**config.mk**
```make
export PLATFORM = sky130hd
export DESIGN_NAME = gcc_axis
export DESIGN_NICKNAME = d
export VERILOG_FILES = /design/src/rtl/gcc_pkg.sv /design/src/rtl/gcc_axis.sv
export SDC_FILE = /design/constraint.sdc
export NUM_CORES = 2
export LEC_CHECK = 0
export ABC_AREA = 1
export BUFFER_PORTS_ARGS = -buffer_cell sky130_fd_sc_hd__buf_2
export CAP_MARGIN = 20
export CORE_ASPECT_RATIO = 2
export CORE_UTILIZATION = 45
export DETAILED_ROUTE_END_ITERATION = 7
export GPL_ROUTABILITY_DRIVEN = 0
export SLEW_MARGIN = 20
export SYNTH_ARGS = -nofsm -noshare
export SYNTH_HDL_FRONTEND = slang
export SYNTH_SLANG_ARGS = --single-unit
```
**constraint.sdc**
```tcl
create_clock -name clk -period 5.05 [get_ports clk]
set_input_delay 1.01 -clock clk [delete_from_list [all_inputs] [get_ports clk]]
set_output_delay 1.01 -clock clk [all_outputs]
set_load 0.02 [all_outputs]
```
**src/rtl/gcc_pkg.sv**
```systemverilog
package gcc_pkg;

    // grid size
    localparam int GRID_COLS = 16;
    localparam int GRID_ROWS = 16;
    localparam int NTERM     = 3;
    localparam int NBANK     = 4;

    // node index widths
    localparam int CI_W  = $clog2(GRID_COLS);
    localparam int RI_W  = $clog2(GRID_ROWS);
    localparam int IDX_W = (CI_W > RI_W) ? CI_W : RI_W;

    // bank address widths (half index per axis plus table bit)
    localparam int HC_W      = (CI_W > 1) ? CI_W - 1 : 1;
    localparam int HR_W      = (RI_W > 1) ? RI_W - 1 : 1;
    localparam int MEM_AW    = 1 + HC_W + HR_W;
    localparam int MEM_DEPTH = 2 ** MEM_AW;

    // fixed point
    localparam int ONE_Q16  = 65536;
    localparam int HALF_Q16 = 32768;

    // divider and weight widths
    localparam int QW    = 16 + IDX_W;
    localparam int DEN_W = 34;
    localparam int WH_W  = 18;
    localparam int CW_W  = 19;

    // pipeline lengths
    localparam int AXIS_LAT  = QW + 3;
    localparam int BLEND_LAT = 5;

    // result buffer
    localparam int FIFO_DEPTH = 32;
    localparam int FIFO_AW    = $clog2(FIFO_DEPTH);

    // item kinds
    localparam logic [1:0] KIND_FWD      = 2'd0;
    localparam logic [1:0] KIND_INV      = 2'd1;
    localparam logic [1:0] KIND_LOAD_ACT = 2'd2;
    localparam logic [1:0] KIND_LOAD_THY = 2'd3;

    // register indexes
    localparam int REG_IDX_W = 3;
    localparam logic [REG_IDX_W-1:0] CFG_ORIGIN_X = 3'd0;
    localparam logic [REG_IDX_W-1:0] CFG_ORIGIN_Y = 3'd1;
    localparam logic [REG_IDX_W-1:0] CFG_STEP_X   = 3'd2;
    localparam logic [REG_IDX_W-1:0] CFG_STEP_Y   = 3'd3;
    localparam logic [REG_IDX_W-1:0] CFG_TBL_VLD  = 3'd4;

    // coefficient words, [axis][term][corner]
    typedef logic [1:0][NTERM-1:0][3:0][31:0] coef_arr_t;

    typedef struct packed {
        logic            en;
        logic            tbl;
        logic            axis;
        logic [CI_W-1:0] col;
        logic [RI_W-1:0] row;
        logic [1:0]      term;
        logic [31:0]     data;
    } coef_wr_t;

    typedef struct packed {
        logic            tbl;
        logic [CI_W-1:0] ix;
        logic [RI_W-1:0] iy;
    } coef_rd_t;

    function automatic logic [31:0] sat32(input logic signed [63:0] v);
        logic [31:0] r;
        if (v > 64'sd2147483647)
            r = 32'h7fff_ffff;
        else if (v < -64'sd2147483648)
            r = 32'h8000_0000;
        else
            r = v[31:0];
        return r;
    endfunction

    function automatic logic is_load(input logic [1:0] kind);
        return (kind == KIND_LOAD_ACT) || (kind == KIND_LOAD_THY);
    endfunction

endpackage

```
**src/rtl/gcc_axis.sv**
```systemverilog
module gcc_axis (
    input  logic                            clk,
    input  logic signed [31:0]              pos,
    input  logic signed [31:0]              org,
    input  logic [30:0]                     step,
    input  logic [gcc_pkg::IDX_W-1:0]       last,
    output logic [gcc_pkg::IDX_W-1:0]       idx,
    output logic signed [gcc_pkg::WH_W-1:0] whi
);

    localparam int QW    = gcc_pkg::QW;
    localparam int DEN_W = gcc_pkg::DEN_W;
    localparam int IDX_W = gcc_pkg::IDX_W;
    localparam int WH_W  = gcc_pkg::WH_W;
    localparam int LIM_W = 31 + IDX_W;

    localparam logic [1:0] SEL_INNER  = 2'd0;
    localparam logic [1:0] SEL_BELOW  = 2'd1;
    localparam logic [1:0] SEL_BEYOND = 2'd2;

    logic signed [32:0] off_reg, off_next;
    logic [30:0]        stp_reg, stp_next;
    logic [LIM_W-1:0]   lim_reg, lim_next;

    logic [DEN_W-1:0] rem_reg [QW+1];
    logic [QW-1:0]    qn_reg  [QW+1];
    logic [DEN_W-1:0] den_reg [QW+1];
    logic [1:0]       sel_reg [QW+1];

    logic [DEN_W-1:0] rem_next [QW];
    logic [QW-1:0]    qn_next  [QW];
    logic [DEN_W-1:0] rem0_next, den0_next;
    logic [QW-1:0]    qn0_next;
    logic [1:0]       sel0_next;

    logic [IDX_W-1:0]       idx_reg, idx_next;
    logic signed [WH_W-1:0] whi_reg, whi_next;

    // offset from first node and position of last node
    always_comb
    begin
        off_next = {pos[31], pos} - {org[31], org};
        stp_next = (step == 31'd0) ? 31'd1 : step;
        lim_next = LIM_W'(stp_next) * LIM_W'(last);
    end

    // pick the case and set up the dividend and divisor
    always_comb
    begin : setup
        logic [32:0]      neg;
        logic [LIM_W-1:0] dif;
        logic [31:0]      n;
        logic [47:0]      num;
        neg = -off_reg;
        dif = LIM_W'(off_reg[31:0]) - lim_reg;
        if (off_reg[32])
        begin
            sel0_next = SEL_BELOW;
            n         = neg[31:0];
        end
        else if (LIM_W'(off_reg[31:0]) >= lim_reg)
        begin
            sel0_next = SEL_BEYOND;
            n         = dif[31:0];
        end
        else
        begin
            sel0_next = SEL_INNER;
            n         = off_reg[31:0];
        end
        if (sel0_next == SEL_INNER)
            den0_next = DEN_W'(stp_reg);
        else
            den0_next = DEN_W'({n, 1'b0}) + DEN_W'(stp_reg);
        num       = {n, 16'h0000};
        rem0_next = DEN_W'(num[47:QW]);
        qn0_next  = num[QW-1:0];
    end

    // one quotient bit per stage
    always_comb
    begin : divstep
        logic [DEN_W:0] sh;
        logic           ge;
        for (int s = 1; s <= QW; s++)
        begin
            sh = {rem_reg[s-1], qn_reg[s-1][QW-1]};
            ge = sh >= {1'b0, den_reg[s-1]};
            rem_next[s-1] = ge ? DEN_W'(sh - {1'b0, den_reg[s-1]}) : DEN_W'(sh);
            qn_next[s-1]  = {qn_reg[s-1][QW-2:0], ge};
        end
    end

    // node index and weight toward the upper node
    always_comb
    begin : finish
        logic [QW-1:0]    q;
        logic [QW:0]      tr;
        logic [IDX_W:0]   iv;
        logic [IDX_W-1:0] base;
        logic [QW+1:0]    diff;
        q    = qn_reg[QW];
        tr   = {1'b0, q} + (QW+1)'(gcc_pkg::HALF_Q16);
        iv   = tr[QW:16];
        base = last - IDX_W'(1);
        if (iv < {1'b0, last})
            base = iv[IDX_W-1:0];
        diff = (QW+2)'(q) - (QW+2)'({base, 16'h0000});
        unique case (sel_reg[QW])
            SEL_BELOW:
            begin
                idx_next = '0;
                whi_next = WH_W'(q);
            end
            SEL_BEYOND:
            begin
                idx_next = last - IDX_W'(1);
                whi_next = WH_W'(gcc_pkg::ONE_Q16) - WH_W'(q);
            end
            default:
            begin
                idx_next = base;
                whi_next = diff[WH_W-1:0];
            end
        endcase
    end

    // stage registers
    always_ff @(posedge clk)
    begin
        off_reg    <= off_next;
        stp_reg    <= stp_next;
        lim_reg    <= lim_next;
        rem_reg[0] <= rem0_next;
        qn_reg[0]  <= qn0_next;
        den_reg[0] <= den0_next;
        sel_reg[0] <= sel0_next;
        for (int s = 1; s <= QW; s++)
        begin
            rem_reg[s] <= rem_next[s-1];
            qn_reg[s]  <= qn_next[s-1];
            den_reg[s] <= den_reg[s-1];
            sel_reg[s] <= sel_reg[s-1];
        end
        idx_reg <= idx_next;
        whi_reg <= whi_next;
    end

    assign idx = idx_reg;
    assign whi = whi_reg;

endmodule

```
### Yosys cells after proc, flatten, opt, wreduce, memory -nomap -nowiden

Memories as Yosys holds them, arrays and structs flattened.
Index checks and enable logic that the tools add are counted.

* magnitude comparators: 22
* eq/ne operators: 2
* multipliers: 1
* bitwise logic cells: 0
* shifts and indexed selects: 0
* multiplexer cells: 29
* divide/modulo/power cells: 0
* $add $sub $neg: 28
* reductions and logical operators: 2

Operator list (number)
* 2-to-1 mux 34 bit: 21
* >= comparator 35 x 34 -> 1 bit: 20
* subtractor 34 bit: 20
* 2-to-1 mux 32 bit: 2
* case mux 18 bit (2 select lines): 1
* >= comparator 32 x 35 -> 1 bit: 1
* multiplier 31 x 4 -> 35 bit: 1
* adder 33 x 31 -> 34 bit: 1
* subtractor 32 x 32 -> 33 bit: 1
* negation 32 bit: 1
* subtractor 32 bit: 1
* logical NOT 31 bit: 1
* 2-to-1 mux 31 bit: 1
* adder 20 x 16 -> 21 bit, second input constant: 1
* subtractor 17 x 18 -> 18 bit, first input constant: 1
* subtractor 18 bit: 1
* case mux 4 bit (2 select lines): 1
* less-than comparator 5 x 4 -> 1 bit: 1
* 2-to-1 mux 2 bit: 2
* 2-to-1 mux 4 bit: 1
* subtractor 4 x 1 -> 4 bit, second input constant: 1
* == test 2 x 1 -> 1 bit, second input constant: 1
* == test 2 bit, second input constant: 1
* logical NOT 2 bit: 1

* flip-flop bits (word level): 121
* bits in latches: 0
* bits in read-only memories: 0
* bits of input ports: 100
* logic and storage cells: 93
* output and inout bits: 22
* memories: 4
* RAM bits: 1890

Memories
* den_reg: words 21, bits a word 34, read ports 20, clocked after Yosys merged registers in 0, write ports 21, line gcc_axis.sv:27 `logic [DEN_W-1:0] den_reg [QW+1];`
* rem_reg: words 21, bits a word 34, read ports 20, clocked after Yosys merged registers in 0, write ports 21, line gcc_axis.sv:25 `logic [DEN_W-1:0] rem_reg [QW+1];`
* qn_reg: words 21, bits a word 20, read ports 21, clocked after Yosys merged registers in 0, write ports 21, line gcc_axis.sv:26 `logic [QW-1:0] qn_reg [QW+1];`
* sel_reg: words 21, bits a word 2, read ports 21, clocked after Yosys merged registers in 0, write ports 21, line gcc_axis.sv:28 `logic [1:0] sel_reg [QW+1];`

### Depth between registers and ports, before layout

An unclocked memory read counts as a cell.

* word-level depth: 6
* gate-level depth with buffers: 32
* mapped depth without buffers: 31

### Worst setup path after synthesis

No wires, ideal clock.

* path type: input port to flip-flop
* start: input step[24]
* end: register lim_reg[20]
* path slack: 0.485 ns
* library setup time: 0.117 ns
* required time: 4.933 ns
* stages on the path: 22
* arrival: 4.448 ns
* cells stage by stage: nor4_1 -> nand4_1 -> nor2_1 -> nor2_1 -> inv_1 -> nand2_1 -> fa_1 -> inv_1 -> fa_1 -> inv_1 -> fa_1 -> o21ai_1 -> nand2_1 -> nand3_1 -> nand2_1 -> nand2_1 -> a21oi_1 -> o21ai_0 -> and2_1 -> nor2_1 -> nand2_1 -> nand2_1

* cells in the longest elaborated chain, start to end: 3

Ends and longest elaborated chain
* start: declaration: line gcc_axis.sv:5 `input logic [30:0] step,`
* logical NOT 31 bit: line gcc_axis.sv:43 `stp_next = (step == 31'd0) ? 31'd1 : step;`
* 2-to-1 mux 31 bit: line gcc_axis.sv:43
* named net stp_next[0]: line gcc_axis.sv:22 `logic [30:0] stp_reg, stp_next;`
* multiplier 31 x 4 -> 35 bit: line gcc_axis.sv:44 `lim_next = LIM_W'(stp_next) * LIM_W'(last);`
* named net lim_next[20]: line gcc_axis.sv:23 `logic [LIM_W-1:0] lim_reg, lim_next;`
* end signal: assignment: line gcc_axis.sv:133 `lim_reg <= lim_next;`
* end: declaration: line gcc_axis.sv:23

The timed path passes the listed nets, and every way through them passes these cells.

==> impl_results.md <==
* Clk_skew at 0.07543 ns
* Crit end category: register
* Post-CTS setup buffer count at 0
* Area grow syn2layout at 9.919%
* WS Path Type: register to register
* Crit path time final at 4.866 ns
* Post-layout nets at 14.45k
* Worst-path clk slew at around 0.08 ns
* Final Max Slew Viols at 0
* Fmax at just over 200 MHz
* IO Pins at 122
* Synth top area cells: dfxtp_1, ha_1, nand2_1, inv_1, nor2_1
* Floorplan row count at 241
* Vias in the first global route at 92.13k
* Starting Density at 45.23%
* Largest net degree at the start of global routing at 66
* Post-synthesis cell type count at 70
* Worst-skew pair later-pin latency at 0.87 ns
* Most common cell after layout, fill and taps aside: nand2_1
* Final setup viols at 0
* TritonCTS clock tree: built
* Crit share post-route at a little over nine tenths
* Worst Hold Path EP: qn_reg[1][23]$_DFF_P_
* Die ar. at 218100 sq um
* Synth Area per Inst at 7.344 sq um
* Clock root buffer: clkbuf_16
* Leading area contributor after synthesis: dfxtp_1
* Max Cap Violations at 0
* Netlist Area Pre-Place at 97250 sq um
* Post-synth EDFFs at 0
* First-pass DRT Iterations at 8
* Most frequent cells in the layout: nand2_1, inv_1, nor2_1
* Fraction of layout cells with a size suffix above 1 at 5.729%
* R2R Setup Slk at 0.18 ns
* Reg-to-Reg Start: off_reg[24]$_DFF_P_
* Clock sink count at 1737
* Status: finished, final reports clean
* Critical path required time at 5.74 ns
* Routed vias at roughly 90k
* TritonCTS buffer count at between 150 and 200
* Drt drc at 0
* Min-Delay Path Class: register to register
* Worst-margin pin slew at between 1 and 1.5 ns
* Post-synthesis register bit count at roughly 1.7k
* WL per Instance at 22.77 um
* FFs w/ async S/R, synth at 0%
* Post-DP HPWL at approximately 300000 um
* Synth Flop Type: dfxtp_1
* DIE HEIGHT at around 660 um
* Min-Delay Startpoint: qn_reg[1][2]$_DFF_P_
* CP Max Fanout at 24
* Yosys top cell area share at 35.76%
* WL final at 373400 um
* Buffer depth of the longest clock path at 4
* Register area share after synthesis at 35.76%
* Global Route Usage Sum at 33.78%
* Final Hold Fails at 0
* IO buf count at 121
* Post-DRT Antenna Nets at 0
* Ys Warns at 0
* Number of flip-flops in the largest register at just under 700
* Max_slew headroom at 19.08%
* Synth Net Count at 14.24k
* Worst Reg-to-Reg Cells at 21
* Via/cell ratio at 5.513
* Hold path cells at 0
* Cts repair resizes at 0
* GRT overflow at 0
* H-tree levels at 4
* First-pass GRT wire length at 548100 um
* Arrival time of the worst setup path at 5.56 ns
* Syn Inst Count at 13.24k
* Die W at 330.7 um
* Core ar. at 215000 sq um
* # hold bufs at CTS at 0
* Iteration-0 DRC Markers at 6012
* Initial antenna violation count at 23
* Capture point of the worst reg-to-reg path: den_reg[0][26]$_DFF_P_
* RSZ-0062 raised after global routing: no
* Worst hold slack at 0.2961 ns
* Worst setup SP type: register
logic make-up (layout without fill, tap and decap cells):
| family | Yosys count | after routing | synth area share, % |
|---|---|---|---|
| DFF | 1737 | 1737 | 35.76 |
| buffers and inverters | 2238 | 2574 | 9.317 |
| other | 0 | 23 | 0 |
| adders and majority gates | 898 | 898 | 12.17 |
| and+or+nand+nor | 5201 | 5201 | 22.26 |
| xor gates and xnor gates | 577 | 577 | 5.196 |
| AOI/OAI and AO/OA | 2592 | 2592 | 15.30 |
critical path, cell delays in order, from the launching register on:
cell and delay, ns:
dfxtp_1 0.39, ha_1 0.41, nand2_1 0.13, nor2_2 0.23
nand3_1 0.09, nand3b_1 0.26, nand2_1 0.11, nand2_1 0.11
nand2_4 0.14, inv_2 0.05, nand2_4 0.25, o22ai_1 0.11
a21oi_1 0.40, ha_1 0.39, a21oi_1 0.24, o21ai_0 0.11
a21oi_1 0.40, o21ai_0 0.35, nand4_1 0.17, nand2_1 0.09
xnor2_1 0.14, o21ai_0 0.09
synth_stat cells, drive strengths merged (23+ instances only):
cell and number:
a21o 135, a21oi 1374, a31oi 207, and2 29, and3 23, buf 146, clkbuf 52, dfxtp 1737
fa 80, ha 818, inv 2038, nand2 2467, nand3 476, nand4 215, nor2 1755, nor3 129
nor4 41, o211ai 43, o21a 28, o21ai 576, o21bai 113, o221ai 25, or2 32, xnor2 312
xor2 265
per-layer routing:
metal  up-vias  wire length, um  GRT usage (%)
met5         -               50              0
met4         8            52380          39.74
met3      1804            17730          5.026
met2      3643           192800          62.82
met1     41470           110400          27.71
li1      43470                -              -
final cells by class:
type	count	area, sq um
well taps	2794	3496
repair buffers	236	1544
fillers	21280	108100
inverters	2040	7660
diodes	23	57.56
flip-flops and latches	1737	34770
clock inverters	83	1149
multi-input cells	9268	53480
clock buffers	215	4740
through the flow:
stage / instance area, sq um / util [%] / setup TNS [ns] / setup slack (ns) / cells
6_report: 106900 / 49.72 / 0 / 0.1837 / 16400
5_1_grt: 106900 / 49.71 / 0 / 0.04078 / 16390
4_1_cts: 106800 / 49.68 / 0 / 0.2400 / 16370
3_5_place_dp: 100900 / 46.94 / -3.173 / -0.4416 / 16080
3_3_place_gp: 100900 / 46.93 / -7.225 / -0.7126 / 16080
2_1_floorplan: 97250 / - / 0 / 0.4847 / 13240
how the worst max path moves through the flow:
stage / start / endpoint / cells past startpoint
2_1_floorplan: step[24] / lim_reg[20]$_DFF_P_ / 22
6_report: off_reg[24]$_DFF_P_ / den_reg[0][26]$_DFF_P_ / 21
4_1_cts: off_reg[24]$_DFF_P_ / den_reg[0][25]$_DFF_P_ / 22
5_1_grt: off_reg[24]$_DFF_P_ / den_reg[0][31]$_SDFF_PP0_ / 23
3_3_place_gp: step[24] / lim_reg[22]$_DFF_P_ / 24
3_5_place_dp: step[16] / lim_reg[22]$_DFF_P_ / 24
Power is not shown: default switching activity piles up to over one toggle a cycle in this logic, so the estimate is an artifact.
